===== src/rtl/core/reply_packet_checker_unit_defines.svh =====
// Assertion macros shared by the reply packet checker modules.
`ifndef REPLY_PACKET_CHECKER_UNIT_DEFINES_SVH
`define REPLY_PACKET_CHECKER_UNIT_DEFINES_SVH

// Same-cycle implication, sampled on clk, off while rst_n is low.
`define RPC_ASSERT_IMPL(label, ante, cons) \
  label: assert property (@(posedge clk) disable iff (!rst_n) (ante) |-> (cons)) \
    else $error("reply packet checker: same-cycle check failed");

// Next-cycle implication, sampled on clk, off while rst_n is low.
`define RPC_ASSERT_NEXT(label, ante, cons) \
  label: assert property (@(posedge clk) disable iff (!rst_n) (ante) |=> (cons)) \
    else $error("reply packet checker: next-cycle check failed");

`endif


===== src/rtl/core/rpc_pkg.sv =====
// Shared types and constants of the reply packet checker.
package rpc_pkg;

  // Result status codes
  typedef enum logic [1:0] {
    ST_GOOD     = 2'd0,
    ST_HEADER   = 2'd1,
    ST_LENGTH   = 2'd2,
    ST_CHECKSUM = 2'd3
  } status_t;

  // Back-end sequencer states
  typedef enum logic [1:0] {
    BK_IDLE,
    BK_SHOW,
    BK_LOAD
  } bk_state_t;

  localparam int unsigned CNT_W = 6;

  localparam logic [7:0] HDR_BYTE    = 8'hFF;
  localparam logic [7:0] POS_ID      = 8'd2;
  localparam logic [7:0] POS_LEN     = 8'd3;
  localparam logic [7:0] POS_INS     = 8'd4;
  localparam logic [7:0] POS_PARAM   = 8'd5;
  localparam logic [7:0] IDX_MAX     = 8'd255;
  localparam logic [8:0] LEN_OVRHD   = 9'd4;
  localparam logic [8:0] MIN_COUNT   = 9'd2;
  localparam logic [7:0] LEN_FIXED   = 8'd2;

  // One checked packet, as handed from front to back
  typedef struct packed {
    status_t            status;
    logic [7:0]         packet_id;
    logic [7:0]         instruction;
    logic [CNT_W-1:0]   param_count;
    logic               bank;
  } desc_t;

endpackage


===== src/rtl/core/rpc_ram.sv =====
// Generic single-write, single-read RAM with registered read data.
module rpc_ram #(
  parameter int unsigned WIDTH = 8,
  parameter int unsigned DEPTH = 128
) (
  input  logic                     clk,
  input  logic                     wr_en,
  input  logic [$clog2(DEPTH)-1:0] wr_addr,
  input  logic [WIDTH-1:0]         wr_data,
  input  logic                     rd_en,
  input  logic [$clog2(DEPTH)-1:0] rd_addr,
  output logic [WIDTH-1:0]         rd_data
);

  logic [WIDTH-1:0] mem_r [DEPTH];
  logic [WIDTH-1:0] rd_data_r;

  // Write port and registered read port
  always_ff @(posedge clk) begin
    if (wr_en) begin
      mem_r[wr_addr] <= wr_data;
    end
    if (rd_en) begin
      rd_data_r <= mem_r[rd_addr];
    end
  end

  assign rd_data = rd_data_r;

endmodule


===== src/rtl/core/rpc_queue.sv =====
// Two-entry descriptor queue between the packet front end and the result back end.
`include "reply_packet_checker_unit_defines.svh"
module rpc_queue
  import rpc_pkg::*;
(
  input  logic  clk,
  input  logic  rst_n,
  input  logic  push,
  input  desc_t push_desc,
  input  logic  pop,
  output desc_t head,
  output logic  not_empty,
  output logic  full,
  output logic  wr_bank
);

  desc_t      slot_r [2];
  logic       wr_ptr_r, wr_ptr_nxt;
  logic       rd_ptr_r, rd_ptr_nxt;
  logic [1:0] count_r, count_nxt;

  // Advance pointers and occupancy
  always_comb begin
    wr_ptr_nxt = wr_ptr_r ^ push;
    rd_ptr_nxt = rd_ptr_r ^ pop;
    count_nxt  = count_r + 2'(push) - 2'(pop);
  end

  always_ff @(posedge clk) begin
    if (!rst_n) begin
      wr_ptr_r <= 1'b0;
      rd_ptr_r <= 1'b0;
      count_r  <= 2'd0;
    end else begin
      wr_ptr_r <= wr_ptr_nxt;
      rd_ptr_r <= rd_ptr_nxt;
      count_r  <= count_nxt;
    end
  end

  // Store the pushed descriptor, tagged with the bank it filled
  always_ff @(posedge clk) begin
    if (push) begin
      slot_r[wr_ptr_r] <= push_desc;
    end
  end

  assign head      = slot_r[rd_ptr_r];
  assign not_empty = (count_r != 2'd0);
  assign full      = (count_r == 2'd2);
  assign wr_bank   = wr_ptr_r;

  `RPC_ASSERT_IMPL(a_no_push_full, push, !full)
  `RPC_ASSERT_IMPL(a_no_pop_empty, pop, not_empty)
  `RPC_ASSERT_IMPL(a_count_range, 1'b1, count_r != 2'd3)
  `RPC_ASSERT_IMPL(a_ptr_match, count_r == 2'd0 || count_r == 2'd2, wr_ptr_r == rd_ptr_r)

endmodule


===== src/rtl/core/rpc_front.sv =====
// Front end: takes packet words, tracks position, sum and header, stores parameters.
module rpc_front
  import rpc_pkg::*;
#(
  parameter int unsigned MAX_PARAMS = 32,
  parameter int unsigned ADDR_W     = 6
) (
  input  logic              clk,
  input  logic              rst_n,
  input  logic              in_valid,
  output logic              in_ready,
  input  logic [7:0]        in_rx_byte,
  input  logic              in_end_of_packet,
  input  logic              q_full,
  input  logic              q_bank,
  output logic              q_push,
  output desc_t             q_desc,
  output logic              ram_wr_en,
  output logic [ADDR_W-1:0] ram_wr_addr,
  output logic [7:0]        ram_wr_data
);

  localparam int unsigned IDX_W    = ADDR_W - 1;
  localparam logic [8:0]  LEN_TOP  = 9'(MAX_PARAMS + 2);
  localparam logic [8:0]  PARAM_END = 9'(MAX_PARAMS + 5);

  logic [7:0] byte_index_r, byte_index_nxt;
  logic       header_good_r, header_good_nxt;
  logic [7:0] running_sum_r, running_sum_nxt;
  logic [7:0] declared_length_r;
  logic [7:0] held_id_r;
  logic [7:0] held_instruction_r;

  logic       accept;
  logic       hdr_ok;
  logic [8:0] count;
  logic [7:0] param_idx;
  status_t    status;

  assign accept   = in_valid & in_ready;
  assign in_ready = !q_full;

  // Classify the current word against the packet so far
  always_comb begin
    hdr_ok    = header_good_r & !((byte_index_r < POS_ID) && (in_rx_byte != HDR_BYTE));
    count     = {1'b0, byte_index_r} + 9'd1;
    param_idx = byte_index_r - POS_PARAM;
    if (count < MIN_COUNT || !hdr_ok) begin
      status = ST_HEADER;
    end else if (count < LEN_OVRHD || declared_length_r < LEN_FIXED ||
                 {1'b0, declared_length_r} > LEN_TOP ||
                 {1'b0, declared_length_r} != (count - LEN_OVRHD)) begin
      status = ST_LENGTH;
    end else if (~running_sum_r != in_rx_byte) begin
      status = ST_CHECKSUM;
    end else begin
      status = ST_GOOD;
    end
  end

  // Hand a finished packet to the back end
  always_comb begin
    q_push             = accept & in_end_of_packet;
    q_desc.status      = status;
    q_desc.bank        = q_bank;
    if (status == ST_GOOD) begin
      q_desc.packet_id   = held_id_r;
      q_desc.instruction = held_instruction_r;
      q_desc.param_count = CNT_W'(declared_length_r - LEN_FIXED);
    end else begin
      q_desc.packet_id   = 8'd0;
      q_desc.instruction = 8'd0;
      q_desc.param_count = '0;
    end
  end

  // Store parameter words into the current bank
  assign ram_wr_en   = accept & !in_end_of_packet & (byte_index_r >= POS_PARAM) &
                       ({1'b0, byte_index_r} < PARAM_END);
  assign ram_wr_addr = {q_bank, param_idx[IDX_W-1:0]};
  assign ram_wr_data = in_rx_byte;

  // Advance per-packet tracking state
  always_comb begin
    byte_index_nxt  = byte_index_r;
    header_good_nxt = header_good_r;
    running_sum_nxt = running_sum_r;
    if (accept) begin
      if (in_end_of_packet) begin
        byte_index_nxt  = 8'd0;
        header_good_nxt = 1'b1;
        running_sum_nxt = 8'd0;
      end else begin
        header_good_nxt = hdr_ok;
        if (byte_index_r >= POS_ID) begin
          running_sum_nxt = running_sum_r + in_rx_byte;
        end
        if (byte_index_r != IDX_MAX) begin
          byte_index_nxt = byte_index_r + 8'd1;
        end
      end
    end
  end

  always_ff @(posedge clk) begin
    if (!rst_n) begin
      byte_index_r  <= 8'd0;
      header_good_r <= 1'b1;
      running_sum_r <= 8'd0;
    end else begin
      byte_index_r  <= byte_index_nxt;
      header_good_r <= header_good_nxt;
      running_sum_r <= running_sum_nxt;
    end
  end

  // Capture the fixed fields by position
  always_ff @(posedge clk) begin
    if (!rst_n) begin
      declared_length_r  <= 8'd0;
      held_id_r          <= 8'd0;
      held_instruction_r <= 8'd0;
    end else if (accept && !in_end_of_packet) begin
      if (byte_index_r == POS_ID) begin
        held_id_r <= in_rx_byte;
      end
      if (byte_index_r == POS_LEN) begin
        declared_length_r <= in_rx_byte;
      end
      if (byte_index_r == POS_INS) begin
        held_instruction_r <= in_rx_byte;
      end
    end
  end

endmodule


===== src/rtl/core/rpc_back.sv =====
// Back end: turns queued packet descriptors into status and parameter result words.
`include "reply_packet_checker_unit_defines.svh"
module rpc_back
  import rpc_pkg::*;
#(
  parameter int unsigned ADDR_W = 6
) (
  input  logic              clk,
  input  logic              rst_n,
  input  logic              q_not_empty,
  input  desc_t             q_head,
  output logic              q_pop,
  output logic              ram_rd_en,
  output logic [ADDR_W-1:0] ram_rd_addr,
  input  logic [7:0]        ram_rd_data,
  output logic              out_valid,
  input  logic              out_ready,
  output logic [1:0]        out_status,
  output logic [7:0]        out_packet_id,
  output logic [7:0]        out_instruction,
  output logic [CNT_W-1:0]  out_param_count,
  output logic [7:0]        out_param_byte,
  output logic              out_is_param,
  output logic              out_last
);

  localparam int unsigned IDX_W = ADDR_W - 1;

  bk_state_t        state_r, state_nxt;
  logic [CNT_W-1:0] k_r;
  logic [CNT_W-1:0] k_inc;
  logic [CNT_W-1:0] rd_idx;
  logic             ld_status;
  logic             ld_param;

  status_t          out_status_r;
  logic [7:0]       out_packet_id_r;
  logic [7:0]       out_instruction_r;
  logic [CNT_W-1:0] out_param_count_r;
  logic [7:0]       out_param_byte_r;
  logic             out_is_param_r;
  logic             out_last_r;

  assign k_inc = k_r + CNT_W'(1);

  // Next state
  always_comb begin
    state_nxt = state_r;
    case (state_r)
      BK_IDLE: begin
        if (q_not_empty) begin
          state_nxt = BK_SHOW;
        end
      end
      BK_SHOW: begin
        if (out_ready) begin
          state_nxt = out_last_r ? BK_IDLE : BK_LOAD;
        end
      end
      BK_LOAD: begin
        state_nxt = BK_SHOW;
      end
      default: begin
        state_nxt = BK_IDLE;
      end
    endcase
  end

  // Control outputs of the sequencer
  always_comb begin
    ld_status = 1'b0;
    ld_param  = 1'b0;
    out_valid = 1'b0;
    q_pop     = 1'b0;
    case (state_r)
      BK_IDLE: begin
        ld_status = q_not_empty;
      end
      BK_SHOW: begin
        out_valid = 1'b1;
        q_pop     = out_ready & out_last_r;
      end
      BK_LOAD: begin
        ld_param = 1'b1;
      end
      default: begin
        ld_status = 1'b0;
      end
    endcase
  end

  // Prefetch the next parameter word from the packet's bank
  assign rd_idx      = ld_status ? '0 : k_inc;
  assign ram_rd_en   = ld_status | ld_param;
  assign ram_rd_addr = {q_head.bank, rd_idx[IDX_W-1:0]};

  always_ff @(posedge clk) begin
    if (!rst_n) begin
      state_r <= BK_IDLE;
    end else begin
      state_r <= state_nxt;
    end
  end

  // Load the result register and the parameter counter
  always_ff @(posedge clk) begin
    if (ld_status) begin
      k_r               <= '0;
      out_status_r      <= q_head.status;
      out_packet_id_r   <= q_head.packet_id;
      out_instruction_r <= q_head.instruction;
      out_param_count_r <= q_head.param_count;
      out_param_byte_r  <= 8'd0;
      out_is_param_r    <= 1'b0;
      out_last_r        <= (q_head.status != ST_GOOD) || (q_head.param_count == '0);
    end else if (ld_param) begin
      k_r              <= k_inc;
      out_param_byte_r <= ram_rd_data;
      out_is_param_r   <= 1'b1;
      out_last_r       <= (k_inc == out_param_count_r);
    end
  end

  assign out_status      = out_status_r;
  assign out_packet_id   = out_packet_id_r;
  assign out_instruction = out_instruction_r;
  assign out_param_count = out_param_count_r;
  assign out_param_byte  = out_param_byte_r;
  assign out_is_param    = out_is_param_r;
  assign out_last        = out_last_r;

  `RPC_ASSERT_IMPL(a_param_only_good, out_valid && out_is_param_r, out_status_r == ST_GOOD)
  `RPC_ASSERT_IMPL(a_bad_is_single, out_valid && out_status_r != ST_GOOD, out_last_r && !out_is_param_r)
  `RPC_ASSERT_NEXT(a_load_then_show, state_r == BK_LOAD, state_r == BK_SHOW)
  `RPC_ASSERT_IMPL(a_pop_needs_head, q_pop, q_not_empty)

endmodule


===== src/rtl/core/reply_packet_checker_unit.sv =====
// Reply packet checker: top level joining front end, descriptor queue, back end and RAM.
// The front end takes one packet word per cycle while in_ready is high and checks the
// header, the declared length against the word count, and the inverted checksum on the
// word flagged end_of_packet. Each packet yields one status word and, if good, one word per
// parameter, each held until taken; the next word comes from the registered read of the
// parameter RAM, prefetched while the previous word is shown. Parameters go to one of two
// RAM banks, and a two-entry descriptor queue lets a new packet come in while the previous
// one drains; in_ready drops only while two checked packets still wait to be emitted.
// MAX_PARAMS sets the parameter buffer depth per bank; a packet declaring more parameters
// is reported as a wrong length. No clearing pass after reset.
module reply_packet_checker_unit
  import rpc_pkg::*;
#(
  parameter int unsigned MAX_PARAMS = 32
) (
  input  logic       clk,
  input  logic       rst_n,
  input  logic       in_valid,
  output logic       in_ready,
  input  logic [7:0] in_rx_byte,
  input  logic       in_end_of_packet,
  output logic       out_valid,
  input  logic       out_ready,
  output logic [1:0] out_status,
  output logic [7:0] out_packet_id,
  output logic [7:0] out_instruction,
  output logic [5:0] out_param_count,
  output logic [7:0] out_param_byte,
  output logic       out_is_param,
  output logic       out_last
);

  localparam int unsigned IDX_W  = (MAX_PARAMS > 1) ? $clog2(MAX_PARAMS) : 1;
  localparam int unsigned ADDR_W = IDX_W + 1;
  localparam int unsigned DEPTH  = 2 ** ADDR_W;

  logic              q_push;
  desc_t             q_desc;
  logic              q_pop;
  desc_t             q_head;
  logic              q_not_empty;
  logic              q_full;
  logic              q_bank;
  logic              ram_wr_en;
  logic [ADDR_W-1:0] ram_wr_addr;
  logic [7:0]        ram_wr_data;
  logic              ram_rd_en;
  logic [ADDR_W-1:0] ram_rd_addr;
  logic [7:0]        ram_rd_data;

  // Accept and check packet words
  rpc_front #(
    .MAX_PARAMS (MAX_PARAMS),
    .ADDR_W     (ADDR_W)
  ) u_front (
    .clk              (clk),
    .rst_n            (rst_n),
    .in_valid         (in_valid),
    .in_ready         (in_ready),
    .in_rx_byte       (in_rx_byte),
    .in_end_of_packet (in_end_of_packet),
    .q_full           (q_full),
    .q_bank           (q_bank),
    .q_push           (q_push),
    .q_desc           (q_desc),
    .ram_wr_en        (ram_wr_en),
    .ram_wr_addr      (ram_wr_addr),
    .ram_wr_data      (ram_wr_data)
  );

  // Hold checked packets between the two sides
  rpc_queue u_queue (
    .clk       (clk),
    .rst_n     (rst_n),
    .push      (q_push),
    .push_desc (q_desc),
    .pop       (q_pop),
    .head      (q_head),
    .not_empty (q_not_empty),
    .full      (q_full),
    .wr_bank   (q_bank)
  );

  // Two banks of parameter storage
  rpc_ram #(
    .WIDTH (8),
    .DEPTH (DEPTH)
  ) u_param_ram (
    .clk     (clk),
    .wr_en   (ram_wr_en),
    .wr_addr (ram_wr_addr),
    .wr_data (ram_wr_data),
    .rd_en   (ram_rd_en),
    .rd_addr (ram_rd_addr),
    .rd_data (ram_rd_data)
  );

  // Emit result words
  rpc_back #(
    .ADDR_W (ADDR_W)
  ) u_back (
    .clk             (clk),
    .rst_n           (rst_n),
    .q_not_empty     (q_not_empty),
    .q_head          (q_head),
    .q_pop           (q_pop),
    .ram_rd_en       (ram_rd_en),
    .ram_rd_addr     (ram_rd_addr),
    .ram_rd_data     (ram_rd_data),
    .out_valid       (out_valid),
    .out_ready       (out_ready),
    .out_status      (out_status),
    .out_packet_id   (out_packet_id),
    .out_instruction (out_instruction),
    .out_param_count (out_param_count),
    .out_param_byte  (out_param_byte),
    .out_is_param    (out_is_param),
    .out_last        (out_last)
  );

endmodule

===== config.mk =====
export PLATFORM = sky130hd
export DESIGN_NAME = reply_packet_checker_unit
export DESIGN_NICKNAME = d
export VERILOG_FILES = /design/src/rtl/core/rpc_pkg.sv /design/src/rtl/core/rpc_ram.sv /design/src/rtl/core/rpc_queue.sv /design/src/rtl/core/rpc_front.sv /design/src/rtl/core/rpc_back.sv /design/src/rtl/core/reply_packet_checker_unit.sv
export VERILOG_INCLUDE_DIRS = /design/src /design/src/rtl/core
export SDC_FILE = /design/constraint.sdc
export NUM_CORES = 1
export LEC_CHECK = 0
export BUFFER_PORTS_ARGS = -buffer_cell sky130_fd_sc_hd__buf_2
export CORE_UTILIZATION = 35
export CTS_CLUSTER_DIAMETER = 100
export DETAILED_ROUTE_END_ITERATION = 7
export MAX_ROUTING_LAYER = met4
export PLACE_DENSITY_LB_ADDON = 0.05
export RECOVER_POWER = 100
export REMOVE_ABC_BUFFERS = 1
export SLEW_MARGIN = 30
export SYNTH_ARGS = -nofsm -noshare
export SYNTH_HDL_FRONTEND = slang
export SYNTH_SLANG_ARGS = --single-unit
export TNS_END_PERCENT = 1

===== constraint.sdc =====
create_clock -name clk -period 3.49 [get_ports clk]
set_clock_uncertainty 0.2 [all_clocks]
set_input_delay 0.349 -clock clk [delete_from_list [all_inputs] [get_ports clk]]
set_output_delay 0.349 -clock clk [all_outputs]
set_load 0.02 [all_outputs]

After elaboration in Yosys (flattened, before gate mapping)
Memory sizes are Yosys's and may differ from the RTL's. A register that Yosys moved wholly into a read port is not among the register bits.
Index checks and enable logic that the tools add are counted.
- memories kept: 2
- register bits: 87
- RAM bits: 562
- logic and storage cells: 111
- output and inout bits: 36
- bits of input ports: 13
- bitwise operators: 11
- mux-type cells: 25
- magnitude comparators: 8
- equal/unequal tests: 13
- add/sub/neg operators: 9
- reductions and logical operators: 25
- memories (memory ; depth ; width ; read ports ; clocked after Yosys merged registers in ; write ports ; line ; text):
    u_param_ram.mem_r ; 64 ; 8 ; 1 ; 1 ; 1 ; rpc_ram.sv:15 ; logic [WIDTH-1:0] mem_r [DEPTH];
    u_queue.slot_r ; 2 ; 25 ; 1 ; 1 ; 1 ; rpc_queue.sv:17 ; desc_t slot_r [2];
- operators by type and width (cell ; number):
    $mux W8 ; 4
    $mux W22 ; 1
    $eq A8 B2 Y1 const B ; 2
    $lt A8 B2 Y1 const B ; 2
    $ne A8 B8 Y1 const B ; 2
    $mux W1 ; 12
    $mux W2 ; 6
    $reduce_and A2 Y1 ; 6
    $reduce_bool A2 Y1 ; 5
    $add A8 B1 Y9 const B ; 1
    $lt A9 B2 Y1 const B ; 1
    $lt A9 B3 Y1 const B ; 1
    $ne A8 B9 Y1 ; 1
    $sub A9 B3 Y9 const B ; 1
    $add A8 B1 Y8 const B ; 1
    $add A8 B8 Y8 ; 1
    $eq A8 B3 Y1 const B ; 1
    $ge A8 B2 Y1 const B ; 1
    $ge A8 B3 Y1 const B ; 1
    $gt A8 B6 Y1 const B ; 1
    $lt A8 B6 Y1 const B ; 1
    $ne A8 B8 Y1 ; 1
    $not A8 Y8 ; 1
    $and A1 B1 Y1 ; 7
    other kinds (19) ; 30

Longest topological paths before layout
- word-level depth: 9
- mapped depth: 12
- depth with buffers taken out: 10

Modules after synthesis
From an unflattened synthesis, not the netlist that was laid out.
- cells, all modules: 1496
- area total of the unflattened synthesis: 26947.1 sq um
- modules (own cells, without submodules) (module ; area an instance (sq um) ; seq. area each (sq um) ; cells an instance ; instances):
    rpc_ram ; 20246.9 ; 15615.0 ; 940 ; 1
    rpc_front ; 2920.3 ; 820.8 ; 339 ; 1
    rpc_queue ; 2145.8 ; 1601.5 ; 99 ; 1
    rpc_back ; 1634.1 ; 1091.0 ; 118 ; 1

Least setup slack after synthesis
No wires, ideal clock.
- path kind: register -> register
- start: register u_queue.count_r[0]
- end: memory u_param_ram.mem_r[17][0] (enable)
- setup time: 370 ps
- data required time: 2920 ps
- path slack: 480 ps
- path buffers: 0
- data arrival time: 2439 ps
- cell stages (with the launch flop): 8
- cells stage by stage: dfxtp_1 -> nand2b_1 -> nand2_1 -> or4_1 -> a221oi_1 -> and2_1 -> nand3_1 -> nor2_1
- longest elaborated chain between the ends: 8
- RTL lines (item ; line ; text):
    from (decl) ; rpc_queue.sv:20 ; logic [1:0] count_r, count_nxt;
    from (signal assigned) ; rpc_queue.sv:37 ; count_r <= count_nxt;
    $eq A2 B2 Y1 ; rpc_queue.sv:50 ; assign full = (count_r == 2'd2);
    $logic_not A1 Y1 ; rpc_front.sv:41 ; assign in_ready = !q_full;
    named net in_ready ; reply_packet_checker_unit.sv:19 ; output logic in_ready,
    $and A1 B1 Y1 ; rpc_front.sv:40 ; assign accept = in_valid & in_ready;
    $and A1 B1 Y1 (3 in a row) ; rpc_front.sv:78 ; assign ram_wr_en = accept & !in_end_of_packet & (byte_index_r >= POS_PARAM) &
    $mux W1 ; rpc_ram.sv:20 ; if (wr_en) begin
    $mux W1 (not written as such) ; rpc_ram.sv:21 ; mem_r[wr_addr] <= wr_data;
    to (decl) ; rpc_ram.sv:15 ;
The timed path passes the listed nets, and every way through them passes these cells.

Worst setup path after layout
- start: register u_queue.count_r[1]
- end: register u_param_ram.rd_data_r[1], in the netlist u_param_ram.rd_data[1] (read register of u_param_ram.mem_r) (data pin)
- longest elaborated chain between the ends: 3
- elaborated cells between the ends (all ways): 4
- classes of those cells: mux (2); bitwise (1); reduce/logical (1)
- RTL lines (item ; line ; text):
    $reduce_bool A2 Y1 (*) ; rpc_queue.sv:49 ; assign not_empty = (count_r != 2'd0);
    $mux W1 (*) ; rpc_back.sv:75 ; case (state_r)
    $mux W5 / $or A1 B1 Y1 (equally long branches) ; rpc_back.sv:93, rpc_back.sv:94 ;
    to (decl) ; rpc_ram.sv:16 ; logic [WIDTH-1:0] rd_data_r;
Mark *: on every way between the ends. The rest lies on a longest branch, timed or not.
A chain may end at the register's enable or synchronous reset.

==> impl_metrics.py <==
metrics = {
    "run_status": {
        "status": "finished, violations left",
        "violations": "max-capacitance violations, max-slew violations",
    },
    "critical_path": {
        "worstSetupPathType": "flip-flop to flip-flop",
        "rrSetupSlack_ps": 50,
        "worst_setup_path_start_kind": "flip-flop",
        "r2r-end": "u_param_ram.rd_data[1]",
        "worstPathMaxFanout": 19,
        "worstPathArrival_ps": 3600,
        "crit_path_end_kind": "flip-flop",
        "worstPathRequired_ps": 3650,
        "reg2reg_depth": 9,
        "r2r_start": "u_queue.count_r[1]",
    },
    "global_routing": {
        "grt_pass1_vias": 17139,
        "grt_max_degree": 71,
        "grt_use_total": 0.216,
        "grt_antenna_before_repair": 0,
        "grt_overflow": 0,
        "grt_pass1_wl_mm": 120,
    },
    "sta": {
        "drv_slew": 504,
        "rsz0062_at_grt": "true",
        "finalSetupViolCount": 0,
        "slew_headroom": -0.663,
        "fmaxAchievable_mhz": 291,
        "fin_crit_ps": 3440,
        "final_hold_viol_count": 0,
        "fin_crit_sh": 0.985,
        "hold-worst-slack_ps": 86.9,
        "tightest_slew_ps": 2490,
    },
    "detailed_routing": {
        "drc": 0,
        "first_pass_iters": 7,
        "drt-wirelength-per-cell_um": 25.4,
        "ant_nets": 0,
        "via_per_inst": 5.30,
        "first_iter_violations": 1602,
        "vias": 17215,
        "routed_wl_mm": 82.7,
    },
    "logic_synthesis": {
        "synth_top_family_by_area": "compound AO/OA/AOI/OAI gates",
        "synth_edf_count": 595,
        "synth_area_leader_cell": "edfxtp_1",
        "synth-simple-area-share": 0.0967,
        "synthArstFlopShare": 0,
        "synth_cell_types": 91,
        "synth_seq_cells": 658,
        "syn_area_um2": 27400,
        "synth_compound_area_frac": 0.101,
        "yosys.area_share.adder": 0.00942,
        "ys.flop_type": "edfxtp_1",
        "ys_seq_area_frac": 0.699,
        "ys_top_cells_by_area": "edfxtp_1, dfxtp_1, mux2i_1",
        "yosys_warnings": 0,
        "synthMuxAreaShare": 0.0565,
        "syn_area_per_cell_um2": 14.0,
        "yosysTopAreaCellShare": 0.653,
        "synthXorXnorAreaFrac": 0.0153,
        "synth_cells": 1957,
    },
    "placed_design": {
        "dpl.hpwl_mm": 52.8,
        "gp_congestion": 0.847,
        "portBuffers": 48,
    },
    "floorplan": {
        "initial_core_util": 0.353,
        "dieHeight_um": 282,
        "io_pins": 49,
        "chipWidth_um": 282,
        "die-area_um2": 79300,
        "rows": 102,
        "core_area_um2": 77500,
    },
    "finish": {
        "seq_area_um2": 19100,
        "fin_nets": 2181,
        "drive_gt1_frac": 0.147,
        "nFillCells": 7322,
        "final_core_util": 0.413,
        "multi_input_area_um2": 7690,
        "antenna_cells": 0,
        "area_delta_synth_final_pct": 16.8,
    },
    "clocking": {
        "cts_buffers": 74,
        "cts_sinks": 658,
        "cts_tree": "yes",
        "cts_setup_buffers": 0,
        "cts-root-buf": "clkbuf_16",
        "clk_latency_ps": 620,
        "clk_pin_slew_ps": 60,
        "ctsLongestPathBuffers": 3,
        "h-tree-depth": 3,
    },
    "worst_hold_path": {
        "min_path_cells": 4,
        "min_from": "in_valid",
        "hold_path_class": "input port to flip-flop",
        "worstHoldEndpoint": "u_front.byte_index_r[2]",
    },
    "power_and_ir_drop": {
        "ir_drop_uv": 328,
        "powerDensity_nw_per_um2": 648,
        "power_leakage_nw": 10.4,
    },
    "job": {
        "maxCapViolations": 10,
    },
}
==> worst max-delay path, cell delays in order, from the launching register on <==
cell      delay [ps]
dfxtp_1          420
or2_0            400
buf_4            300
a21oi_4          160
clkbuf_4         310
nand2_1          120
nand3_1           90
a32oi_1          450
o221ai_1         350
a221o_1          360
==> per-layer routing <==
layer	vias up	wire length (µm)	share of wire	GRT usage
met2	488	38200	0.46	0.328
met4	0	1290	0.016	0.0537
li1	7926	-	-	-
met3	75	4370	0.053	0.0283
met5	-	0	0	-
met1	8726	38800	0.47	0.306
==> synth_stat cells, types with 8 or more instances <==
master / instances
a31oi_1: 22
mux2_2: 49
a21oi_1: 72
xor2_1: 17
a32oi_1: 9
mux2i_1: 88
and2_1: 48
and3_1: 11
o311ai_0: 8
buf_2: 46
a221o_1: 15
a221oi_1: 13
edfxtp_1: 595
dfxtp_1: 63
buf_1: 10
o21ai_0: 87
nand2b_1: 13
o22ai_1: 44
clkbuf_1: 49
o221ai_1: 23
nor3_1: 33
o211ai_1: 14
ha_1: 19
a22oi_1: 9
a211oi_1: 21
nor2b_1: 43
nand3_1: 42
xnor2_1: 29
inv_1: 11
nand4_1: 12
nand2_1: 198
o31ai_1: 9
nor2_1: 123
a2111oi_0: 10
==> timing repair <==
action,CTS,global route
hold endpoints to repair,4,0
resized for setup,0,6
setup endpoints to repair,0,5
hold buffers,3,0
==> report_power, final <==
| part | total [mW] | internal, mW | switching, mW |
|---|---|---|---|
| clock network | 7.64 | 4.44 | 3.19 |
| registers | 8.84 | 8.77 | 0.0711 |
| logic | 4.24 | 1.40 | 2.84 |
| total | 20.7 | 14.6 | 6.10 |
==> state kept, by name, indices dropped and copies added, names as in the netlist, 6 cells and up, named ones only <==
name / cells
u_front.held_id_r: 8
u_param_ram.mem_r: 512
u_front.byte_index_r: 8
u_front.running_sum_r: 8
u_back.out_packet_id: 8
u_front.declared_length_r: 8
u_queue.slot_r: 50
u_back.k_r: 6
u_front.held_instruction_r: 8
u_back.out_param_byte: 8
u_param_ram.rd_data: 8
u_back.out_instruction: 8
u_back.out_param_count: 6
==> cell type report <==
class                           count  share of cell area
Clock buffer                      101              0.0630
Clock inverter                     37              0.0108
Inverter                           13             0.00153
Multi-Input combinational cell   1169               0.240
Sequential cell                   658               0.598
Tap cell                         1040              0.0407
Timing Repair Buffer              232              0.0452
==> cell usage in the layout, fill, tap and decap left out, types with 9 or more instances in the layout <==
cell       netlist  final
xor2_1          17     16
o21ai_0         87     85
o22ai_1         44     44
clkbuf_16        0     76
and2_1          48     19
mux2i_1         88     88
inv_1           11     11
edfxtp_1       595    595
clkinv_1         0     15
mux2_2          49     36
o211ai_1        14     14
buf_4            4     71
and2_0           1     30
a21oi_1         72     72
clkbuf_4         0      9
dfxtp_1         63     62
clkbuf_2         2     60
buf_12           0     10
o221ai_1        23     22
clkbuf_1        49     94
xnor2_1         29     28
a221oi_1        13     13
nor3_1          33     33
mux2_1           0     13
nand2b_1        13     13
nand2_1        198    198
nand3_1         42     42
nor2_1         123    123
ha_1            19     18
and3_1          11     11
a211oi_1        21     21
a221o_1         15     15
nand4_1         12     12
a31oi_1         22     22
o31ai_1          9      9
nor2b_1         43     43
a22oi_1          9      9
==> through the flow <==
step	instances	setup TNS, ps	cell area (µm²)	power [mW]	setup slack [ps]
5_1_grt	3250	-50.2	32000	21.5	-22.5
2_1_floorplan	1840	-55980	26800	11.3	-5710
3_5_place_dp	3109	0	29900	13.3	34.0
4_1_cts	3250	0	32300	21.0	6.32
3_3_place_gp	3109	0	29900	13.3	72.5
6_report	3250	0	32000	20.7	50.9
==> worst max path at each step <==
stage,endpoint,cells past startpoint,startpoint
after floorplan,u_param_ram.rd_data[6],7,u_back.k_r[0]
after global placement,u_param_ram.rd_data[7],8,u_back.state_r[1]
after detailed placement,u_param_ram.rd_data[7],8,u_back.state_r[1]
after CTS,u_param_ram.rd_data[7],8,u_back.state_r[1]
after global routing,u_param_ram.rd_data[7],10,u_queue.count_r[1]
final,u_param_ram.rd_data[1],9,u_queue.count_r[1]
==> kinds of logic (layout without fill, tap and decap cells) <==
group                    Yosys count  count (layout)
buffers and inverters            130             383
AO/OA/AOI/OAI                    404             404
AND/OR/NAND/NOR                  556             556
adder cells (fa/ha/maj)           20              20
flip-flops                       658             658
multiplexers                     142             142
XOR/XNOR                          47              47
Note: power is estimated with default switching activity, not from simulation.
